### src/hw/rtl/infix_to_postfix_converter_top_defines.svh
// Assertion macros for the infix-to-postfix converter.
// Included by the top level; all macros compile to nothing under NO_ASSERTIONS.
`ifndef INFIX_TO_POSTFIX_CONVERTER_TOP_DEFINES_SVH
`define INFIX_TO_POSTFIX_CONVERTER_TOP_DEFINES_SVH

`ifndef NO_ASSERTIONS
`define ITPC_ASSERT(lbl, prop, msg) \
  lbl: assert property (@(posedge clk_i) disable iff (!rst_ni) (prop)) else $error(msg);
`define ITPC_ASSERT_NEXT(lbl, ante, cons, msg) \
  lbl: assert property (@(posedge clk_i) disable iff (!rst_ni) (ante) |=> (cons)) else $error(msg);
`else
`define ITPC_ASSERT(lbl, prop, msg)
`define ITPC_ASSERT_NEXT(lbl, ante, cons, msg)
`endif

`endif

### src/hw/rtl/itpc_pkg.sv
// Shared types, character codes and helper functions of the infix-to-postfix converter.
// No dependencies.
`timescale 1ns / 1ps

package itpc_pkg;

  localparam int unsigned STACK_DEPTH_DEF = 32;
  localparam int unsigned SYM_W           = 8;

  localparam logic [SYM_W-1:0] CH_NUL   = 8'h00;
  localparam logic [SYM_W-1:0] CH_LPAR  = 8'h28;
  localparam logic [SYM_W-1:0] CH_RPAR  = 8'h29;
  localparam logic [SYM_W-1:0] CH_MUL   = 8'h2A;
  localparam logic [SYM_W-1:0] CH_PLUS  = 8'h2B;
  localparam logic [SYM_W-1:0] CH_MINUS = 8'h2D;
  localparam logic [SYM_W-1:0] CH_DIV   = 8'h2F;
  localparam logic [SYM_W-1:0] CH_POW   = 8'h5E;
  localparam logic [SYM_W-1:0] CH_UA    = 8'h41;
  localparam logic [SYM_W-1:0] CH_UZ    = 8'h5A;
  localparam logic [SYM_W-1:0] CH_LA    = 8'h61;
  localparam logic [SYM_W-1:0] CH_LZ    = 8'h7A;

  typedef struct packed {
    logic [SYM_W-1:0] sym;
    logic             ovf;
    logic             last;
  } res_t;

  function automatic logic is_letter(logic [SYM_W-1:0] c);
    return ((c >= CH_UA) && (c <= CH_UZ)) || ((c >= CH_LA) && (c <= CH_LZ));
  endfunction

  // precedence; zero for anything that is not a binary operator
  function automatic logic [1:0] op_rank(logic [SYM_W-1:0] c);
    logic [1:0] r;
    case (c)
      CH_PLUS, CH_MINUS: r = 2'd1;
      CH_MUL, CH_DIV:    r = 2'd2;
      CH_POW:            r = 2'd3;
      default:           r = 2'd0;
    endcase
    return r;
  endfunction

endpackage

### src/hw/rtl/infix_to_postfix_converter_top.sv
// Infix-to-postfix converter top level: sequencer, stack RAM and output register.
// Depends on itpc_pkg, itpc_ram, itpc_seq, itpc_outreg and the defines header.
//
// Usage: one ASCII character enters per item on the input channel (in_valid_i,
// in_ready_o, symbol_i). Result items leave on the output channel (out_valid_o,
// out_ready_i) as out_symbol_o, overflow_o and last_o; last_o marks the final
// result caused by an input item. Items that cause no result give nothing.
// Letters pass straight through; operators and parentheses work on a stack of
// StackDepth entries kept in a synchronous RAM. Character 0 drains the stack
// and ends with a 0 terminator. A push onto a full stack yields one result
// with overflow_o set and the dropped character.
// A dropped character or a push that needs no look at the stack is done on acceptance;
// a letter, an overflowing '(' or a lone terminator is accepted, then handed off.
// An item that reads the stack top starts with the RAM read, pops one entry per step,
// settles the stop (push, discarded '(', overflow result or terminator) unless the
// stack ran empty under an operator or ')', and ends in a hand-off when it gave results.
// The next item is taken once the last result sits in the output register.
// Reset empties the stack and the output register. When the receiver stalls,
// results back up in the output register and the pending stage, and the
// sequencer holds until room frees up; nothing is lost.
`timescale 1ns / 1ps
`include "infix_to_postfix_converter_top_defines.svh"

module infix_to_postfix_converter_top #(
  parameter int unsigned StackDepth = itpc_pkg::STACK_DEPTH_DEF
) (
  input  logic                       clk_i,
  input  logic                       rst_ni,
  input  logic                       in_valid_i,
  output logic                       in_ready_o,
  input  logic [itpc_pkg::SYM_W-1:0] symbol_i,
  output logic                       out_valid_o,
  input  logic                       out_ready_i,
  output logic [itpc_pkg::SYM_W-1:0] out_symbol_o,
  output logic                       overflow_o,
  output logic                       last_o
);

  localparam int unsigned CntW  = $clog2(StackDepth + 1);
  localparam int unsigned AddrW = $clog2(StackDepth);

  logic                       out_free;
  logic                       res_push;
  itpc_pkg::res_t             res;
  logic                       pend_vld;
  logic [CntW-1:0]            count;
  logic                       ram_we, ram_re;
  logic [AddrW-1:0]           ram_waddr, ram_raddr;
  logic [itpc_pkg::SYM_W-1:0] ram_wdata, ram_rdata;

  itpc_seq #(
    .StackDepth(StackDepth)
  ) u_seq (
    .clk_i      (clk_i),
    .rst_ni     (rst_ni),
    .in_valid_i (in_valid_i),
    .in_ready_o (in_ready_o),
    .symbol_i   (symbol_i),
    .out_free_i (out_free),
    .res_valid_o(res_push),
    .res_o      (res),
    .pend_vld_o (pend_vld),
    .count_o    (count),
    .we_o       (ram_we),
    .waddr_o    (ram_waddr),
    .wdata_o    (ram_wdata),
    .re_o       (ram_re),
    .raddr_o    (ram_raddr),
    .rdata_i    (ram_rdata)
  );

  itpc_ram #(
    .Width(itpc_pkg::SYM_W),
    .Depth(StackDepth)
  ) u_stack_ram (
    .clk_i  (clk_i),
    .we_i   (ram_we),
    .waddr_i(ram_waddr),
    .wdata_i(ram_wdata),
    .re_i   (ram_re),
    .raddr_i(ram_raddr),
    .rdata_o(ram_rdata)
  );

  itpc_outreg u_outreg (
    .clk_i       (clk_i),
    .rst_ni      (rst_ni),
    .push_i      (res_push),
    .res_i       (res),
    .free_o      (out_free),
    .out_valid_o (out_valid_o),
    .out_ready_i (out_ready_i),
    .out_symbol_o(out_symbol_o),
    .overflow_o  (overflow_o),
    .last_o      (last_o)
  );

  `ITPC_ASSERT(a_push_has_room, res_push |-> out_free, "result pushed into a full output register")
  `ITPC_ASSERT(a_count_range, count <= CntW'(StackDepth), "stack count beyond depth")
  `ITPC_ASSERT(a_ready_no_pend, in_ready_o |-> !pend_vld, "input ready with a result pending")
  `ITPC_ASSERT_NEXT(a_last_frees_in, res_push && res.last, in_ready_o, "not ready after last result")

endmodule

### src/hw/rtl/itpc_ram.sv
// Generic single-port-write, single-port-read RAM with registered read data.
// No dependencies.
`timescale 1ns / 1ps

module itpc_ram #(
  parameter int unsigned Width = 8,
  parameter int unsigned Depth = 32
) (
  input  logic                     clk_i,
  input  logic                     we_i,
  input  logic [$clog2(Depth)-1:0] waddr_i,
  input  logic [Width-1:0]         wdata_i,
  input  logic                     re_i,
  input  logic [$clog2(Depth)-1:0] raddr_i,
  output logic [Width-1:0]         rdata_o
);

  logic [Width-1:0] mem_q [Depth];
  logic [Width-1:0] rdata_q;

  always_ff @(posedge clk_i) begin
    if (we_i) begin
      mem_q[waddr_i] <= wdata_i;
    end
    if (re_i) begin
      rdata_q <= mem_q[raddr_i];
    end
  end

  assign rdata_o = rdata_q;

endmodule

### src/hw/rtl/itpc_seq.sv
// Sequencer: decodes symbols, runs the operator stack held in itpc_ram and
// produces result items with a one-deep pending stage to place the last flag. Uses itpc_pkg.
`timescale 1ns / 1ps

module itpc_seq #(
  parameter int unsigned StackDepth = itpc_pkg::STACK_DEPTH_DEF
) (
  input  logic                                clk_i,
  input  logic                                rst_ni,
  input  logic                                in_valid_i,
  output logic                                in_ready_o,
  input  logic [itpc_pkg::SYM_W-1:0]          symbol_i,
  input  logic                                out_free_i,
  output logic                                res_valid_o,
  output itpc_pkg::res_t                      res_o,
  output logic                                pend_vld_o,
  output logic [$clog2(StackDepth+1)-1:0]     count_o,
  output logic                                we_o,
  output logic [$clog2(StackDepth)-1:0]       waddr_o,
  output logic [itpc_pkg::SYM_W-1:0]          wdata_o,
  output logic                                re_o,
  output logic [$clog2(StackDepth)-1:0]       raddr_o,
  input  logic [itpc_pkg::SYM_W-1:0]          rdata_i
);

  localparam int unsigned CntW  = $clog2(StackDepth + 1);
  localparam int unsigned AddrW = $clog2(StackDepth);

  localparam logic [1:0] S_IDLE  = 2'd0;
  localparam logic [1:0] S_EVAL  = 2'd1;
  localparam logic [1:0] S_TERM  = 2'd2;
  localparam logic [1:0] S_FLUSH = 2'd3;

  logic [1:0]                   state_q, state_d;
  logic [CntW-1:0]              cnt_q, cnt_d;
  logic [itpc_pkg::SYM_W-1:0]   sym_q, sym_d;
  logic                         pend_vld_q, pend_vld_d;
  logic [itpc_pkg::SYM_W-1:0]   pend_sym_q, pend_sym_d;
  logic                         pend_ovf_q, pend_ovf_d;

  logic [CntW-1:0]              cnt_m1, cnt_m2;
  logic                         full, can_emit, want_emit, emit_ovf;
  logic [itpc_pkg::SYM_W-1:0]   emit_sym;
  logic                         pop_more;

  assign cnt_m1   = cnt_q - CntW'(1);
  assign cnt_m2   = cnt_q - CntW'(2);
  assign full     = (cnt_q == CntW'(StackDepth));
  assign can_emit = !pend_vld_q || out_free_i;
  assign in_ready_o = (state_q == S_IDLE);
  assign pend_vld_o = pend_vld_q;
  assign count_o    = cnt_q;

  // pop continues while the stack top is an operator to emit
  always_comb begin
    if (sym_q == itpc_pkg::CH_NUL) begin
      pop_more = 1'b1;
    end else if (sym_q == itpc_pkg::CH_RPAR) begin
      pop_more = (rdata_i != itpc_pkg::CH_LPAR);
    end else begin
      pop_more = (itpc_pkg::op_rank(rdata_i) >= itpc_pkg::op_rank(sym_q));
    end
  end

  always_comb begin
    state_d    = state_q;
    cnt_d      = cnt_q;
    sym_d      = sym_q;
    pend_vld_d = pend_vld_q;
    pend_sym_d = pend_sym_q;
    pend_ovf_d = pend_ovf_q;
    we_o       = 1'b0;
    waddr_o    = cnt_q[AddrW-1:0];
    wdata_o    = sym_q;
    re_o       = 1'b0;
    raddr_o    = cnt_m1[AddrW-1:0];
    want_emit  = 1'b0;
    emit_sym   = '0;
    emit_ovf   = 1'b0;
    res_valid_o = 1'b0;
    res_o       = '0;

    unique case (state_q)
      S_IDLE: begin
        if (in_valid_i) begin
          sym_d   = symbol_i;
          wdata_o = symbol_i;
          if (itpc_pkg::is_letter(symbol_i)) begin
            want_emit = 1'b1;
            emit_sym  = symbol_i;
            state_d   = S_FLUSH;
          end else if (symbol_i == itpc_pkg::CH_LPAR) begin
            if (!full) begin
              we_o  = 1'b1;
              cnt_d = cnt_q + CntW'(1);
            end else begin
              want_emit = 1'b1;
              emit_sym  = symbol_i;
              emit_ovf  = 1'b1;
              state_d   = S_FLUSH;
            end
          end else if ((symbol_i == itpc_pkg::CH_RPAR) || (symbol_i == itpc_pkg::CH_NUL) ||
                       (itpc_pkg::op_rank(symbol_i) != 2'd0)) begin
            if (cnt_q != '0) begin
              re_o    = 1'b1;
              state_d = S_EVAL;
            end else if (symbol_i == itpc_pkg::CH_NUL) begin
              want_emit = 1'b1;
              emit_sym  = itpc_pkg::CH_NUL;
              state_d   = S_FLUSH;
            end else if (symbol_i != itpc_pkg::CH_RPAR) begin
              we_o  = 1'b1;
              cnt_d = cnt_q + CntW'(1);
            end
          end
        end
      end

      S_EVAL: begin
        if (pop_more) begin
          want_emit = 1'b1;
          emit_sym  = rdata_i;
          if (can_emit) begin
            cnt_d = cnt_m1;
            if (cnt_m1 != '0) begin
              re_o    = 1'b1;
              raddr_o = cnt_m2[AddrW-1:0];
            end else if (sym_q == itpc_pkg::CH_NUL) begin
              state_d = S_TERM;
            end else if (sym_q == itpc_pkg::CH_RPAR) begin
              state_d = S_FLUSH;
            end else begin
              // pop of the last entry and push of the new operator share slot zero
              we_o    = 1'b1;
              waddr_o = cnt_m1[AddrW-1:0];
              cnt_d   = cnt_q;
              state_d = S_FLUSH;
            end
          end
        end else if (sym_q == itpc_pkg::CH_RPAR) begin
          cnt_d   = cnt_m1;
          state_d = pend_vld_q ? S_FLUSH : S_IDLE;
        end else if (!full) begin
          we_o    = 1'b1;
          cnt_d   = cnt_q + CntW'(1);
          state_d = pend_vld_q ? S_FLUSH : S_IDLE;
        end else begin
          want_emit = 1'b1;
          emit_sym  = sym_q;
          emit_ovf  = 1'b1;
          if (can_emit) begin
            state_d = S_FLUSH;
          end
        end
      end

      S_TERM: begin
        want_emit = 1'b1;
        emit_sym  = itpc_pkg::CH_NUL;
        if (can_emit) begin
          state_d = S_FLUSH;
        end
      end

      S_FLUSH: begin
        if (out_free_i) begin
          res_valid_o = 1'b1;
          res_o       = '{sym: pend_sym_q, ovf: pend_ovf_q, last: 1'b1};
          pend_vld_d  = 1'b0;
          state_d     = S_IDLE;
        end
      end

      default: begin
        state_d = S_IDLE;
      end
    endcase

    // a new result pushes the pending one out, which then cannot be the last
    if (want_emit && can_emit) begin
      if (pend_vld_q) begin
        res_valid_o = 1'b1;
        res_o       = '{sym: pend_sym_q, ovf: pend_ovf_q, last: 1'b0};
      end
      pend_vld_d = 1'b1;
      pend_sym_d = emit_sym;
      pend_ovf_d = emit_ovf;
    end
  end

  always_ff @(posedge clk_i or negedge rst_ni) begin
    if (!rst_ni) begin
      state_q    <= S_IDLE;
      cnt_q      <= '0;
      pend_vld_q <= 1'b0;
    end else begin
      state_q    <= state_d;
      cnt_q      <= cnt_d;
      pend_vld_q <= pend_vld_d;
    end
  end

  always_ff @(posedge clk_i) begin
    sym_q      <= sym_d;
    pend_sym_q <= pend_sym_d;
    pend_ovf_q <= pend_ovf_d;
  end

endmodule

### src/hw/rtl/itpc_outreg.sv
// Output register of the converter: holds one result item until the receiver takes it.
// Uses itpc_pkg.
`timescale 1ns / 1ps

module itpc_outreg (
  input  logic                       clk_i,
  input  logic                       rst_ni,
  input  logic                       push_i,
  input  itpc_pkg::res_t             res_i,
  output logic                       free_o,
  output logic                       out_valid_o,
  input  logic                       out_ready_i,
  output logic [itpc_pkg::SYM_W-1:0] out_symbol_o,
  output logic                       overflow_o,
  output logic                       last_o
);

  logic           vld_q, vld_d;
  itpc_pkg::res_t res_q;

  assign free_o = !vld_q || out_ready_i;
  assign vld_d  = push_i || (vld_q && !out_ready_i);

  always_ff @(posedge clk_i or negedge rst_ni) begin
    if (!rst_ni) begin
      vld_q <= 1'b0;
    end else begin
      vld_q <= vld_d;
    end
  end

  always_ff @(posedge clk_i) begin
    if (push_i) begin
      res_q <= res_i;
    end
  end

  assign out_valid_o  = vld_q;
  assign out_symbol_o = res_q.sym;
  assign overflow_o   = res_q.ovf;
  assign last_o       = res_q.last;

endmodule

### config.mk
export PLATFORM = sky130hd
export DESIGN_NAME = infix_to_postfix_converter_top
export DESIGN_NICKNAME = d
export VERILOG_FILES = /design/src/hw/rtl/itpc_pkg.sv /design/src/hw/rtl/infix_to_postfix_converter_top.sv /design/src/hw/rtl/itpc_ram.sv /design/src/hw/rtl/itpc_seq.sv /design/src/hw/rtl/itpc_outreg.sv
export VERILOG_INCLUDE_DIRS = /design/src /design/src/hw/rtl
export SDC_FILE = /design/constraint.sdc
export NUM_CORES = 1
export LEC_CHECK = 0
export BUFFER_PORTS_ARGS = -buffer_cell sky130_fd_sc_hd__buf_4
export CORE_MARGIN = 10
export CORE_UTILIZATION = 63
export DETAILED_ROUTE_END_ITERATION = 10
export PLACE_DENSITY = 0.8
export SLEW_MARGIN = 20
export SYNTH_ARGS = -nofsm -noshare
export SYNTH_HDL_FRONTEND = slang
export SYNTH_SLANG_ARGS = --single-unit
### constraint.sdc
create_clock -name clk_i -period 4.9 [get_ports clk_i]
set_input_delay 0.245 -clock clk_i [delete_from_list [all_inputs] [get_ports clk_i]]
set_output_delay 0.245 -clock clk_i [all_outputs]
set_load 0.05 [all_outputs]
# Word-level counts from Yosys, hierarchy flattened
# Memories as Yosys holds them, arrays and structs flattened. A register that Yosys moved wholly into a read port is not among the register bits.
# Cells that the tools add are included.
[word_totals] reg_bits=37 ramBits=256 input_bits=12 elab_cells=204 memories=1
[classes] add_sub_neg=3 order_cmp=5 n_eq_ne=37 n_mux=117 n_reduce_logical=31
[memory_table] memory="u_stack_ram.mem_q" words=32 word_bits=8 rd=1 rd_clocked_by_memory_dff=1 write_ports=1 line="itpc_ram.sv:18" text="logic [Width-1:0] mem_q [Depth];"
[op_table] operator="== test 8 x 6 -> 1 bit, second input constant" count=15
[op_table] operator="2-to-1 mux 6 bit" count=14
[op_table] operator="2-to-1 mux 8 bit" count=9
[op_table] operator="2-to-1 mux 5 bit" count=10
[op_table] operator="2-to-1 mux 1 bit" count=47
[op_table] operator="2-to-1 mux 2 bit" count=23
[op_table] operator="2-to-1 mux 10 bit" count=4
[op_table] operator="== test 8 x 7 -> 1 bit, second input constant" count=3
[op_table] operator="one-hot mux 2 bit (3 select lines)" count=3
[op_table] operator=">= comparator 8 x 7 -> 1 bit, second input constant" count=2
[op_table] operator="<= comparator 8 x 7 -> 1 bit, second input constant" count=2
[op_table] operator="logical NOT 8 bit" count=2
[op_table] operator="inequality test 8 x 6 -> 1 bit, second input constant" count=2
[op_table] operator="one-hot mux 8 bit (2 select lines)" count=1
[op_table] operator="one-hot mux 6 bit (2 select lines)" count=1
[op_table] operator="nonzero test 6 bit" count=2
[op_table] operator="OR reduction 2 bit" count=6
[op_table] operator="inequality test 3 x 2 -> 1 bit, second input constant" count=3
[op_table] operator="AND reduction 9 bit" count=1
[op_table] operator="one-hot mux 2 bit (4 select lines)" count=1
[op_table] operator="nonzero test 2 bit" count=4
[op_table] operator="AND reduction 7 bit" count=1
[op_table] operator="adder 6 x 1 -> 6 bit, second input constant" count=1
[op_table] operator="== test 6 bit, second input constant" count=1
[op_table] operator="20 further kinds" count=35

# Depth between registers and ports, before layout
[logic_depth] depth_word=17 mapped_depth=18 ltp_nobuf=15

# Cells and area by module
# From an unflattened synthesis, not the netlist that was laid out.
[hier_totals] hier_cells=719 hier_area_um2=12818.5
[modules_own_cells] module="itpc_ram" n_inst=1 cells_each=417 area_each_um2=10133.5
[modules_own_cells] module="itpc_seq" n_inst=1 cells_each=289 area_each_um2=2337.2
[modules_own_cells] module="itpc_outreg" n_inst=1 cells_each=13 area_each_um2=347.8

# Least setup slack after synthesis
# No wires, ideal clock.
[synth_path] path_kind="register -> register" start="reg u_stack_ram.rdata_q[4] (netlist: u_stack_ram.rdata_o[4]) (read register of u_stack_ram.mem_q)" end="mem u_stack_ram.mem_q[14][0] (enable)" setup_ns=0.395 arrival_time_ns=3.882 required_ns=4.505 path_slack_ns=0.623 stages_incl_launch_ff=15 n_path_buf=1 synth_period_minus_slack_ns=4.277 path_cell_list="edfxtp_1 nor4b_1 nor2b_1 a31oi_1 o21ai_0 and3_1 ha_1 a21o_1 o311ai_1 buf_2 nor3_1 nor2_1 a21oi_1 nand2_1 nor4_1"
[synth_between] elab_chain_cells=12 elab_cells_between_ends=20 classes_between="1 x order compare; 6 x eq/ne; 11 x mux; 2 x reduce/logical"
[synth_lines] item="start, declared" line="itpc_ram.sv:19" text="logic [Width-1:0] rdata_q;"
[synth_lines] item="== test 8 x 6 -> 1 bit" line="itpc_pkg.sv:36" text="case (c)"
[synth_lines] item="OR reduction 2 bit" line="itpc_pkg.sv:36"
[synth_lines] item="one-hot mux 2 bit (3 select lines)" line="itpc_pkg.sv:36"
[synth_lines] item="2-to-1 mux 2 bit" line="itpc_seq.sv:58" text="end else if (sym_q == itpc_pkg::CH_RPAR) begin"
[synth_lines] item="2-to-1 mux 2 bit" line="itpc_seq.sv:56" text="if (sym_q == itpc_pkg::CH_NUL) begin"
[synth_lines] item=">= comparator 2 bit" line="itpc_seq.sv:61" text="pop_more = (itpc_pkg::op_rank(rdata_i) >= itpc_pkg::op_rank(sym_q));"
[synth_lines] item="2-to-1 mux 1 bit (*)" line="itpc_seq.sv:58"
[synth_lines] item="2-to-1 mux 1 bit (*)" line="itpc_seq.sv:56"
[synth_lines] item="2-to-1 mux 1 bit" line="itpc_seq.sv:120" text="if (pop_more) begin"
[synth_lines] item="one-hot mux 1 bit (2 select lines)" line="itpc_seq.sv:83" text="unique case (state_q)"
[synth_lines] item="2-to-1 mux 1 bit" line="itpc_ram.sv:22" text="if (we_i) begin"
[synth_lines] item="2-to-1 mux 1 bit (implied by the code)" line="itpc_ram.sv:23" text="mem_q[waddr_i] <= wdata_i;"
[synth_lines] item="end, declared" line="itpc_ram.sv:18"
# Every way passes the cells marked *; elsewhere a longest branch is shown, timed or not. The select of a mux whose other input is x is not followed.

# Final worst setup path
[layout_path] start="reg u_stack_ram.rdata_q[4] (netlist: u_stack_ram.rdata_o[4]) (read register of u_stack_ram.mem_q)" end="reg u_stack_ram.rdata_q[0] (netlist: u_stack_ram.rdata_o[0]) (read register of u_stack_ram.mem_q), data pin"
[layout_between] elab_chain_cells=10 elab_cells_between_ends=18 classes_between="1 x order compare; 6 x eq/ne; 9 x mux; 2 x reduce/logical"
[layout_lines] item="== test 8 x 6 -> 1 bit" line="itpc_pkg.sv:36"
[layout_lines] item="OR reduction 2 bit" line="itpc_pkg.sv:36"
[layout_lines] item="one-hot mux 2 bit (3 select lines)" line="itpc_pkg.sv:36"
[layout_lines] item="2-to-1 mux 2 bit" line="itpc_seq.sv:58"
[layout_lines] item="2-to-1 mux 2 bit" line="itpc_seq.sv:56"
[layout_lines] item=">= comparator 2 bit" line="itpc_seq.sv:61"
[layout_lines] item="2-to-1 mux 1 bit (*)" line="itpc_seq.sv:58"
[layout_lines] item="2-to-1 mux 1 bit (*)" line="itpc_seq.sv:56"
[layout_lines] item="2-to-1 mux 1 bit or 2-to-1 mux 5 bit (tied branches)" line="itpc_seq.sv:120"
[layout_lines] item="one-hot mux 1 bit (2 select lines) or 2-to-1 mux 5 bit (tied branches)" line="itpc_seq.sv:83"
# Marked as above.
# A chain may end at the register's enable or synchronous reset.

==> results.md <==
Final layout:
- The number of antenna diodes is 0.
- Of the cells placed in the final design, the portion with a size suffix greater than 1 is 14.8%.
- The area overhead of the layout relative to synthesis is 12.3%.
- In the final design database the tool counted around 950 nets.
- The filler cells instantiated in the layout total about 1.3k.
- Registers take between 8000 and 9000 um2.
- In the final layout, the multi-input gates occupy between 3000 and 4000 um2.

STA:
- The final cycle utilization of the critical path is slightly above 90%.
- Headroom to the max-slew limit came out at between 40% and 50%.
- Setup violations remaining at the end of the flow were counted as 0.
- The time the worst path needs with I/O delays and setup is roughly 4.5 ns.
- The number of pins with negative max-slew slack in the final report was 0.
- The worst setup skew after layout is 0.00928 ns.
- The final count of hold timing violations is 0.
- The measured slew at the worst slew-check pin is 0.843 ns.
- Summed over all failing endpoints, the final setup total negative slack is 0 ns.
- Setup repair after global routing left no endpoint under its margin.
- The fmax is 224 MHz.

Global routing:
- The global-route wire length before repair is between 40000 and 50000 um.
- After global routing the overflow that remains totals 0.
- The via count of the first global-routing pass is 7860.
- Across every metal layer, demand over resource in global routing totals 22.3%.
- The initial antenna violation count was 1.
- The maximum number of pins on one net before global-route repair is 52.

Floorplan:
- After floorplanning, the core was sized to cover 20200 um2.
- The die footprint is 26700 um2.
- The number of rows in the core area is between 50 and 60.
- The die is 163 um tall.
- The number of top-level pins is 24.
- The initial core utilization is 64.0%.
- In this run the horizontal extent of the chip is 163 um.

Detailed routing:
- In the routed layout, each cell is associated on average with a via count of 6.52.
- The routed design has 30100 um of wire.
- The routed length per placed instance is approximately 25 um.
- The total number of vias is 7977.
- The iteration-0 DRC count of the detailed router is slightly above 900.
- The number of detailed-routing iterations run before antenna repair is 9.
- Once detail routing completed, the nets flagged for antenna violations numbered 0.
- After detailed routing, the number of remaining DRC violations is 0.

Setup path:
- The number of buffer and inverter instances along the worst setup path is 2.
- Traced cell by cell, the critical path runs through nor4b_2 -> nor2b_1 -> a31oi_1 -> o21ai_0 -> and3_1 -> ha_1 -> a21o_1 -> o311ai_1 -> or3_4 -> buf_4 -> mux2i_4 -> buf_12 -> mux2i_1 -> o32ai_2 -> nor4_1.
- On the worst path, the slowest cell contributes a delay of roughly 0.44 ns.
- The startpoint of the worst-slack reg-to-reg timing path is u_stack_ram.rdata_o[4]$_DFFE_PP_.
- Of all nets on the critical path, the largest fanout is 51.
- The slowest stage of the critical path is the sky130_fd_sc_hd__mux2i_1 cell.
- The gate family responsible for the most delay along the worst path is simple AND/OR/NAND/NOR gates.
- The data arrival time of the critical path is between 4 and 5 ns.
- STA classifies the critical path endpoint as a register.
- By startpoint and endpoint, the worst setup path is classified as register to register.
- Tracing the worst setup path back leads to its startpoint at u_stack_ram.rdata_o[4]$_DFFE_PP_.
- The launching element type of the critical path is a register.
- At the worst endpoint, the required time is approximately 5.3 ns.

Logic synthesis:
- The post-synth net total is roughly 900.
- By area, the combinational part of the netlist is dominated by multiplexers.
- Summing the sequential cell areas from Yosys gives 68.8% of the chip area.
- The cell area after technology mapping is 13000 um2.
- Counting flops and latches in the post-synthesis netlist gives 301.
- The synthesized area per cell is around 15 um2.
- The parity-gate share of the synthesized area counting xor and xnor cells is less than 1%.
- For this run, asynchronously set or reset flops after synthesis account for about 3.3%.
- The post-synthesis simple-gate area fraction is 9.44%.
- The compound-gate portion of the synthesized area is under 10%.
- Counting distinct cell types in the post-synthesis netlist gives 65.
- In the synthesized netlist, the number of instances is 882.
- The portion of synthesized area spent on multiplexers is between 10% and 20%.
- The synthesis warning total is 0.
- The share of synthesized area in the top cell type comes to 65.6%.
- The number of flops mapped to enable cells by yosys is 283.
- The post-synthesis share of cell area spent on full adders, half adders and majority gates is 0.773%.
- The prevailing post-synth register cell is sky130_fd_sc_hd__edfxtp_1.
- Yosys attributes the largest share of cell area to sky130_fd_sc_hd__edfxtp_1, sky130_fd_sc_hd__mux2i_1, sky130_fd_sc_hd__nand2_1, sky130_fd_sc_hd__mux4_2, sky130_fd_sc_hd__dfrtp_1.
- The largest total area in the synthesized netlist belongs to sky130_fd_sc_hd__edfxtp_1.

Min path:
- The classification of the worst-slack hold path is input port to asynchronous set/reset pin.

Clock network:
- After clock tree synthesis, the clock-pin slew on the worst setup and hold paths is 0.06 ns.
- The CTS tree is done.
- The buffer levels on the longest clock path is 3.
- In this run, CTS created clock tree buffers numbering 30.
- The count of clock tree sinks is ~300.
- The clock latency on the worst-skew pair is 0.56 ns.
- The number of H-tree levels is 1.
- In this run the clock root is driven by a sky130_fd_sc_hd__clkbuf_16.

Run status:
- The flow ran to the end, and the final reports show no timing, DRC or antenna violations.

Placed design:
- The HPWL after detailed placement is between 15000 and 20000 um.
- The weighted congestion at the end of routability-driven global placement is ~0.97.
- The number of buffer cells added on primary ports is 23.

Run:
- The number of violations of the max-capacitance limit is 0.
[cells by family (layout without fill, tap and decap cells)]
group | count (synthesis) | after routing
multiplexers | 115 | 115
AND/OR/NAND/NOR | 254 | 255
AO/OA/AOI/OAI | 139 | 139
XOR/XNOR | 11 | 11
flip-flops | 301 | 301
buffers and inverters | 54 | 125
adder cells (fa/ha/maj) | 8 | 8
[routing by layer]
metal  track usage [%]  part of all wire (%)  routed length, um
met1              29.5                    38              11600
met4              6.89                   2.9                863
met5                 0                 0.023                  7
met2              36.6                    50              15000
met3              4.46                   8.9               2660
[layout by cell type, fill, tap and decap left out, drive strengths merged, types with 15 or more instances in the layout]
master	instances
buf	57
mux4	16
a21oi	43
nor2	51
o32ai	16
mux2i	89
clkbuf	41
edfxtp	283
nand2	96
nand3	33
nor4	15
[cell usage after synthesis, types with 7 or more instances]
library cell / instances
sky130_fd_sc_hd__and2_1: 13
sky130_fd_sc_hd__dfrtp_1: 10
sky130_fd_sc_hd__a31oi_1: 11
sky130_fd_sc_hd__nor2_1: 51
sky130_fd_sc_hd__ha_1: 8
sky130_fd_sc_hd__o21ai_0: 11
sky130_fd_sc_hd__nand2_1: 94
sky130_fd_sc_hd__xnor2_1: 8
sky130_fd_sc_hd__edfxtp_1: 283
sky130_fd_sc_hd__a21oi_1: 43
sky130_fd_sc_hd__o32ai_1: 16
sky130_fd_sc_hd__nand3_1: 33
sky130_fd_sc_hd__o22ai_1: 12
sky130_fd_sc_hd__dfxtp_1: 8
sky130_fd_sc_hd__mux2i_1: 88
sky130_fd_sc_hd__buf_4: 10
sky130_fd_sc_hd__inv_1: 12
sky130_fd_sc_hd__a22oi_1: 13
sky130_fd_sc_hd__nor4_1: 15
sky130_fd_sc_hd__clkbuf_1: 16
sky130_fd_sc_hd__buf_2: 11
sky130_fd_sc_hd__nor2b_1: 7
sky130_fd_sc_hd__mux4_2: 14
sky130_fd_sc_hd__mux2_2: 10
[flip-flops by register name, indices dropped and copies added, names as in the netlist, 2 cells and up]
name,count
u_outreg.out_symbol_o,8
u_seq.count_o,6
u_seq.pend_sym_q,8
u_seq.state_q,2
u_seq.sym_q,8
u_stack_ram.mem_q,256
u_stack_ram.rdata_o,8
[area by class of cell]
| type | instances | area share (%) |
|---|---|---|
| multi-input combinational | 528 | 26.1 |
| clock inverter | 13 | 0.783 |
| clock buffer | 41 | 5.73 |
| inverter | 12 | 0.310 |
| sequential | 301 | 61.2 |
| timing repair buffer | 59 | 3.51 |
| tap | 270 | 2.32 |
[per-stage QoR]
step	cell area, um2	worst slack, ns	instances	utilization [%]	hold slack [ns]
after floorplan	13000	0.623	882	-	-0.0506
after global placement	13500	0.187	1160	66.7	0.0774
after detailed placement	13500	0.187	1160	66.7	0.0815
after CTS	14500	0.139	1216	71.4	0.0437
after global routing	14600	0.0122	1224	71.9	0.0683
final	14600	0.439	1224	71.9	0.0559
[final timing paths]
kind	endpoint	slack, ns	cells after the start
min	u_seq.count_o[3]$_DFFE_PN0P_	0.06	2
max	u_stack_ram.rdata_o[0]$_DFFE_PP_	0.44	15
min reg2reg	u_outreg.out_symbol_o[3]$_DFFE_PP_	0.52	1
min in group clk_i	u_seq.state_q[1]$_DFFE_PN0P_	0.06	3
max reg2reg	u_stack_ram.rdata_o[0]$_DFFE_PP_	0.44	15
max in group asynchronous	u_seq.count_o[4]$_DFFE_PN0P_	4.70	2
[repair_timing]
item	in CTS	in global routing
endpoints found under the setup margin	0	112
resized for setup	0	7
hold buffers	2	0
endpoints found under the hold margin	11	0
buffers inserted	0	7
Power is left out: the tool's default activity adds up to more than one toggle a clock period on the data nets, which glitch-free logic cannot reach.
